--- src/rtl/core/uhc_pkg.sv ---
// uhc_pkg: shared types, field offsets and constants for the ustar header checker.
// No dependencies.
`timescale 1ns / 1ps

package uhc_pkg;

  localparam int unsigned PosW   = 9;
  localparam int unsigned SumW   = 17;
  localparam int unsigned OctW   = 36;
  localparam int unsigned ModeW  = 24;
  localparam int unsigned CsumW  = 24;
  localparam int unsigned NameW  = 7;
  localparam int unsigned PfxW   = 8;
  localparam int unsigned LimitW = 9;

  localparam logic [PosW-1:0] NameEnd   = 9'd100;
  localparam logic [PosW-1:0] ModeLo    = 9'd100;
  localparam logic [PosW-1:0] ModeHi    = 9'd107;
  localparam logic [PosW-1:0] SizeLo    = 9'd124;
  localparam logic [PosW-1:0] SizeHi    = 9'd135;
  localparam logic [PosW-1:0] MtimeLo   = 9'd136;
  localparam logic [PosW-1:0] MtimeHi   = 9'd147;
  localparam logic [PosW-1:0] CsumLo    = 9'd148;
  localparam logic [PosW-1:0] CsumHi    = 9'd155;
  localparam logic [PosW-1:0] TypePos   = 9'd156;
  localparam logic [PosW-1:0] MagicLo   = 9'd257;
  localparam logic [PosW-1:0] MagicVer  = 9'd262;
  localparam logic [PosW-1:0] PfxLo     = 9'd345;
  localparam logic [PosW-1:0] PfxEnd    = 9'd500;
  localparam logic [PosW-1:0] LastPos   = 9'd511;

  localparam logic [7:0] AsciiSpace = 8'h20;
  localparam logic [7:0] AsciiZero  = 8'h30;
  localparam logic [7:0] AsciiSeven = 8'h37;
  localparam logic [7:0] AsciiNul   = 8'h00;

  localparam logic [LimitW-1:0] PathLimitReset = 9'd256;

  typedef enum logic [2:0] {
    ST_OK         = 3'd0,
    ST_PATH_LONG  = 3'd1,
    ST_BAD_SUM    = 3'd2,
    ST_BAD_MAGIC  = 3'd3,
    ST_BAD_NUMBER = 3'd4,
    ST_EMPTY_NAME = 3'd5
  } status_e;

  typedef enum logic [1:0] {
    OCT_LEAD   = 2'd0,
    OCT_DIGITS = 2'd1,
    OCT_TRAIL  = 2'd2
  } oct_phase_e;

  typedef struct packed {
    logic [OctW-1:0] acc;
    logic            good;
  } oct_res_t;

  function automatic logic [7:0] ustar_char(input logic [2:0] idx);
    logic [7:0] c;
    unique case (idx)
      3'd0:    c = 8'h75;  // u
      3'd1:    c = 8'h73;  // s
      3'd2:    c = 8'h74;  // t
      3'd3:    c = 8'h61;  // a
      3'd4:    c = 8'h72;  // r
      default: c = AsciiNul;
    endcase
    return c;
  endfunction

endpackage

--- src/rtl/core/uhc_octal_field.sv ---
// uhc_octal_field: octal number field parser with its own accumulator and phase.
// Depends on uhc_pkg.
`timescale 1ns / 1ps

module uhc_octal_field import uhc_pkg::*; (
  input  logic       clk_i,
  input  logic       rst_ni,
  input  logic       step_i,
  input  logic       first_i,
  input  logic       clear_i,
  input  logic [7:0] byte_i,
  output oct_res_t   res_o
);

  logic [OctW-1:0] acc_q, acc_d, acc_b;
  oct_phase_e      phase_q, phase_d, phase_b;
  logic            digit_q, digit_d, digit_b;
  logic            err_q, err_d, err_b;
  logic            is_end, is_digit;

  assign is_end   = (byte_i == AsciiNul) || (byte_i == AsciiSpace);
  assign is_digit = (byte_i >= AsciiZero) && (byte_i <= AsciiSeven);

  always_comb begin
    acc_b   = first_i ? '0 : acc_q;
    phase_b = first_i ? OCT_LEAD : phase_q;
    digit_b = first_i ? 1'b0 : digit_q;
    err_b   = first_i ? byte_i[7] : err_q;

    acc_d   = acc_b;
    phase_d = phase_b;
    digit_d = digit_b;
    err_d   = err_b;

    unique case (phase_b)
      OCT_LEAD, OCT_DIGITS: begin
        if (phase_b == OCT_LEAD && byte_i == AsciiSpace) begin
          phase_d = OCT_LEAD;
        end else if (is_end) begin
          phase_d = OCT_TRAIL;
        end else if (!is_digit) begin
          phase_d = OCT_DIGITS;
          err_d   = 1'b1;
        end else begin
          phase_d = OCT_DIGITS;
          acc_d   = {acc_b[OctW-4:0], byte_i[2:0]};
          digit_d = 1'b1;
        end
      end
      OCT_TRAIL: begin
        if (!is_end) err_d = 1'b1;
      end
      default: begin
        err_d = 1'b1;
      end
    endcase
  end

  assign res_o.acc  = acc_d;
  assign res_o.good = digit_d && !err_d;

  always_ff @(posedge clk_i or negedge rst_ni) begin
    if (!rst_ni) begin
      acc_q   <= '0;
      phase_q <= OCT_LEAD;
      digit_q <= 1'b0;
      err_q   <= 1'b0;
    end else if (clear_i) begin
      acc_q   <= '0;
      phase_q <= OCT_LEAD;
      digit_q <= 1'b0;
      err_q   <= 1'b0;
    end else if (step_i) begin
      acc_q   <= acc_d;
      phase_q <= phase_d;
      digit_q <= digit_d;
      err_q   <= err_d;
    end
  end

endmodule

--- config.mk ---
export PLATFORM = sky130hd
export DESIGN_NAME = uhc_octal_field
export DESIGN_NICKNAME = d
export VERILOG_FILES = /design/src/rtl/core/uhc_pkg.sv /design/src/rtl/core/uhc_octal_field.sv
export SDC_FILE = /design/constraint.sdc
export NUM_CORES = 1
export LEC_CHECK = 0
export ABC_AREA = 0
export BUFFER_PORTS_ARGS = -buffer_cell sky130_fd_sc_hd__buf_2
export CAP_MARGIN = 20
export CORE_ASPECT_RATIO = 1.75
export CORE_MARGIN = 2
export CORE_UTILIZATION = 38
export CTS_BUF_LIST = sky130_fd_sc_hd__clkbuf_8 sky130_fd_sc_hd__clkbuf_16
export DETAILED_ROUTE_END_ITERATION = 7
export HOLD_SLACK_MARGIN = 0.1
export PLACE_DENSITY = 0.66
export SLEW_MARGIN = 25
export SYNTH_ARGS = -nofsm -noshare
export SYNTH_HDL_FRONTEND = slang
export SYNTH_SLANG_ARGS = --single-unit
--- constraint.sdc ---
create_clock -name clk_i -period 4.7 [get_ports clk_i]
set_input_delay 0.705 -clock clk_i [delete_from_list [all_inputs] [get_ports clk_i]]
set_output_delay 0.705 -clock clk_i [all_outputs]
set_load 0.01 [all_outputs]
# Word-level counts from Yosys, hierarchy flattened
# Cells that the tools add are included.
[word_totals]
regBits = 40
mem_bits_ro = 0
inputBits = 13
mem_count = 0
mem_bits_rw = 0
latch_bits = 0
word_cells = 46
[op_classes]
n_shift = 0
n_lt_le_gt_ge = 2
mux = 28
n_bitwise = 0
n_eq_ne = 3
n_div = 0
n_reduce_logical = 9
add_sub_neg = 0
mul = 0
[ops]
columns = ["cell", "count"]
rows = [
  ["36-bit two-way mux", 7],
  ["1-bit two-way mux", 14],
  ["2-bit two-way mux", 6],
  ["8-bit by 6-bit equality test with 1-bit output, second input constant", 1],
  ["8-bit by 6-bit greater-or-equal comparator with 1-bit output, second input constant", 1],
  ["8-bit by 6-bit less-or-equal comparator with 1-bit output, second input constant", 1],
  ["8-bit logical NOT", 1],
  ["1-bit logical AND", 3],
  ["2-bit by 1-bit equality test with 1-bit output, second input constant", 1],
  ["2-bit equality test, second input constant", 1],
  ["2-bit logical NOT", 1],
  ["1-bit one-hot mux with 2 select lines", 1],
  ["2-bit nonzero test", 1],
  ["2-bit OR reduction", 1],
  ["1-bit logical NOT", 1],
  ["1-bit logical OR", 1],
]

# Depth between registers and ports, before layout
[depth]
depth_word = 8
ltp_mapped = 6
mapped_depth_nobuf = 3

# Worst setup path after synthesis
# OpenSTA, ideal clock, no wires.
[synth_timing]
path_kind = "in2out"
start = "in byte_i[7]"
end = "out res_o[0] (netlist name)"
stages = 4
t_required_ns = 3.995
t_arrival_ns = 1.944
slack_ns = 2.051
cell_sequence = "nor3_2 -> buf_2 -> a32oi_1 -> a2111oi_0"
[synth_lines]
columns = ["element", "line", "rtl"]
rows = [
  ["start: declaration", "uhc_octal_field.sv:11", "input logic [7:0] byte_i,"],
  ["end: declaration", "uhc_octal_field.sv:12", "output oct_res_t res_o"],
]

==> results.md <==
* Crit-path most repeated cell: buf_2
* Clock Latency Late Sink at 0.30 ns
* Total number of yosys warnings at 0
* Fin. Hold Viols at 0
* Most common cell after layout, fill and taps aside: buf_2
* Reg2Reg Depth at 4
* Status: complete, no violations
* Leak at 1.19 nW
* Via density at 6.27
* Yosys top cell by area: dfrtp_1
* Sequential area share after synthesis at 41.4%
* Die H at 110 um
* Detailed Route Iter0 Violations at 137
* Total GRT Usage at 20.0%
* Critical path depth at 6
* Fillers at 642
* Setup TNS at 0 ns
* RSZ-0062 raised after global routing: false
* Ys flop type: dfrtp_1
* CP max-delay cell: nand2b_1
* Final wirelength at 6.84 mm
* Wire per inst at 19.0 um
* N_diodes at 0
* Post-CTS Setup Bufs at 0
* Clock-pin slew on the worst setup and hold paths at 0.08 ns
* Min-Delay Path Class: flip-flop to flip-flop
* P per Cell Area at 252 nW/um2
* Via count of the first global-routing pass at 2153
* CTS tree: done
* Residual DRC count at 0
* Yosys cell types at 32
* Area grow syn2layout at 15.1%
* Cts hold-fix bufs at 0
* Row cnt at 38
* Die ar. at 7040 um2
* Worst Setup End Kind: primary output
* Minimum clock period after layout at 3.20 ns
* Clock sinks at 40
* H-tree level count at 2
* Post-CTS Resized at 0
* Clock skew at 0.00943 ns
* Worst slew pin tran at 0.910 ns
* Synth Net Count at 264
* Vias at 2262
* Critical-path cell list: buf_2 -> nand2b_1 -> buf_4 -> nand4_1 -> a21oi_1 -> buf_2
* Port buffer count at 49
* Largest net degree at the start of global routing at 41
* Crit share post-route at 68.1%
* Crit path from: first_i
* CP max stage delay at 0.61 ns
* Synthesized flop and latch total at 40
* Worst slew margin at 39.3%
* Reg2reg end: digit_q$_DFFE_PN0P_
* Antenna Nets Post-Route at 0
* Synth Cell Area at 2420 um2
* Crit path to: res_o[21]
* Slew Viols, Final at 0
* Initial Util at 39.1%
* Worst Path Arrival at 2.50 ns
* Fin nets at 293
* Startpoint Class: input pin
* CP bufs+invs at 3
* Synth Area per Inst at 9.64 um2
* CTS max path bufs at 2
* CP Class: input pin to primary output
* Reg-to-Reg Start: phase_q[1]$_DFFE_PN0P_
* Hold Path Origin: acc_q[34]$_DFFE_PN0P_
* Gate Count Post-Synth at 251
* Peak VDD IR at 209 uV
* HPWL after DPL at 4.28 mm
* Drt first pass iters at 5
* Area share of the largest cell type after synthesis at 41.4%
* Core region area at 6180 um2
* Number of flops mapped to enable cells by yosys at 0
* Post-layout util at 45.0%
* Ports at 50
* Max cap viols at 0
* Ranking of synthesized cells by area: dfrtp_1 (41%), a22o_1 (12%), o31ai_1 (10%)
* Inserted Clock Buffers at 5
* Chip Width at 64.3 um
* FMAX at 312 MHz
* Clk root buf: clkbuf_8
* R2R setup slack at 2.98 ns
* Most frequent cells in the layout: buf_2 (49), dfrtp_1 (40), a21oi_1 (35)
* Fraction of layout cells with a size suffix above 1 at 26.0%
* Global-route wire length before repair at 11.0 mm
* Post-synth ARST share at 100%
* CP max FO at 20
* Final global-route overflow total at 0
* Final Setup Violations at 0
* Placer Congestion at 0.804
* CP required at 3.99 ns
* Family with the most delay on the worst path: buffers and inverters
* Antenna violations before repair at 0
registers in the layout (all words and copies together), names as in the netlist:
name,flops
acc_q,36
digit_q,1
err_q,1
phase_q,2
report_power, final:
part | switching (mW) | leakage, nW | internal (mW)
Clock | 0.132 | 0.0583 | 0.160
Combinational | 0.0483 | 0.572 | 0.0134
Sequential | 0.00122 | 0.556 | 0.345
Total | 0.182 | 1.19 | 0.519
worst min-delay path by stage:
stage | end | slack (ns) | depth (start not counted)
2_1_floorplan | acc_q[0]$_DFFE_PN0P_ | 0.41 | 0
3_3_place_gp | acc_q[34]$_DFFE_PN0P_ | 0.48 | 1
3_5_place_dp | acc_q[34]$_DFFE_PN0P_ | 0.49 | 1
4_1_cts | acc_q[34]$_DFFE_PN0P_ | 0.51 | 1
5_1_grt | acc_q[33]$_DFFE_PN0P_ | 0.53 | 1
6_report | acc_q[34]$_DFFE_PN0P_ | 0.51 | 1
worst reg2reg max path, delay by kind of cell, from the launching register on:
family,cells,cell delay (ns)
compound gates,1,0.17
buf+inv,1,0.37
flops,1,0.46
simple gates,2,0.66
area by class of cell:
class,instances,area (um2),area share (%)
Clock inverter,3,47.5,1.71
Inverter,1,3.75,0.135
Tap cell,80,100,3.60
Multi-Input combinational cell,174,1250,44.9
Sequential cell,40,1000,36.0
Clock buffer,5,68.8,2.47
Timing Repair Buffer,58,313,11.2
per-stage QoR:
| step | hold slack [ns] | power (mW) | setup slack [ns] | cells | area [um2] |
|---|---|---|---|---|---|
| 3_5_place_dp | 0.493 | 0.415 | 1.53 | 353 | 2670 |
| 5_1_grt | 0.526 | 0.723 | 1.41 | 361 | 2780 |
| 4_1_cts | 0.512 | 0.705 | 1.53 | 361 | 2780 |
| 3_3_place_gp | 0.480 | 0.414 | 1.59 | 353 | 2670 |
| 6_report | 0.513 | 0.700 | 1.50 | 361 | 2780 |
| 2_1_floorplan | 0.409 | 0.392 | 2.05 | 251 | 2420 |
layer usage:
| layer | GRT usage (%) | vias to the layer above | share of wire, % |
|---|---|---|---|
| met5 | 0 | - | 0 |
| met1 | 25.6 | 1132 | 42 |
| met3 | 2.66 | 8 | 3.0 |
| met2 | 34.0 | 60 | 53 |
| met4 | 8.36 | 0 | 1.9 |
| li1 | - | 1062 | - |
logic make-up after synthesis:
group	synth area share, %
AOI/OAI and AO/OA	33.9
muxes	1.40
and+or+nand+nor	16.0
buffers and inverters	7.35
DFF	41.4
cell usage after synthesis (2+ instances only):
cell type / count
dfrtp_1: 40
a21oi_1: 35
nand4_1: 34
o31ai_1: 33
a22o_1: 32
clkbuf_1: 17
buf_2: 13
nor2b_1: 5
a32o_1: 4
buf_1: 3
buf_6: 3
mux2_2: 3
nand2_1: 3
nor2_1: 3
a32oi_1: 2
and2_1: 2
and4_1: 2
and4b_1: 2
nor3_1: 2
No activity file was read; power rests on OpenSTA's default activity.
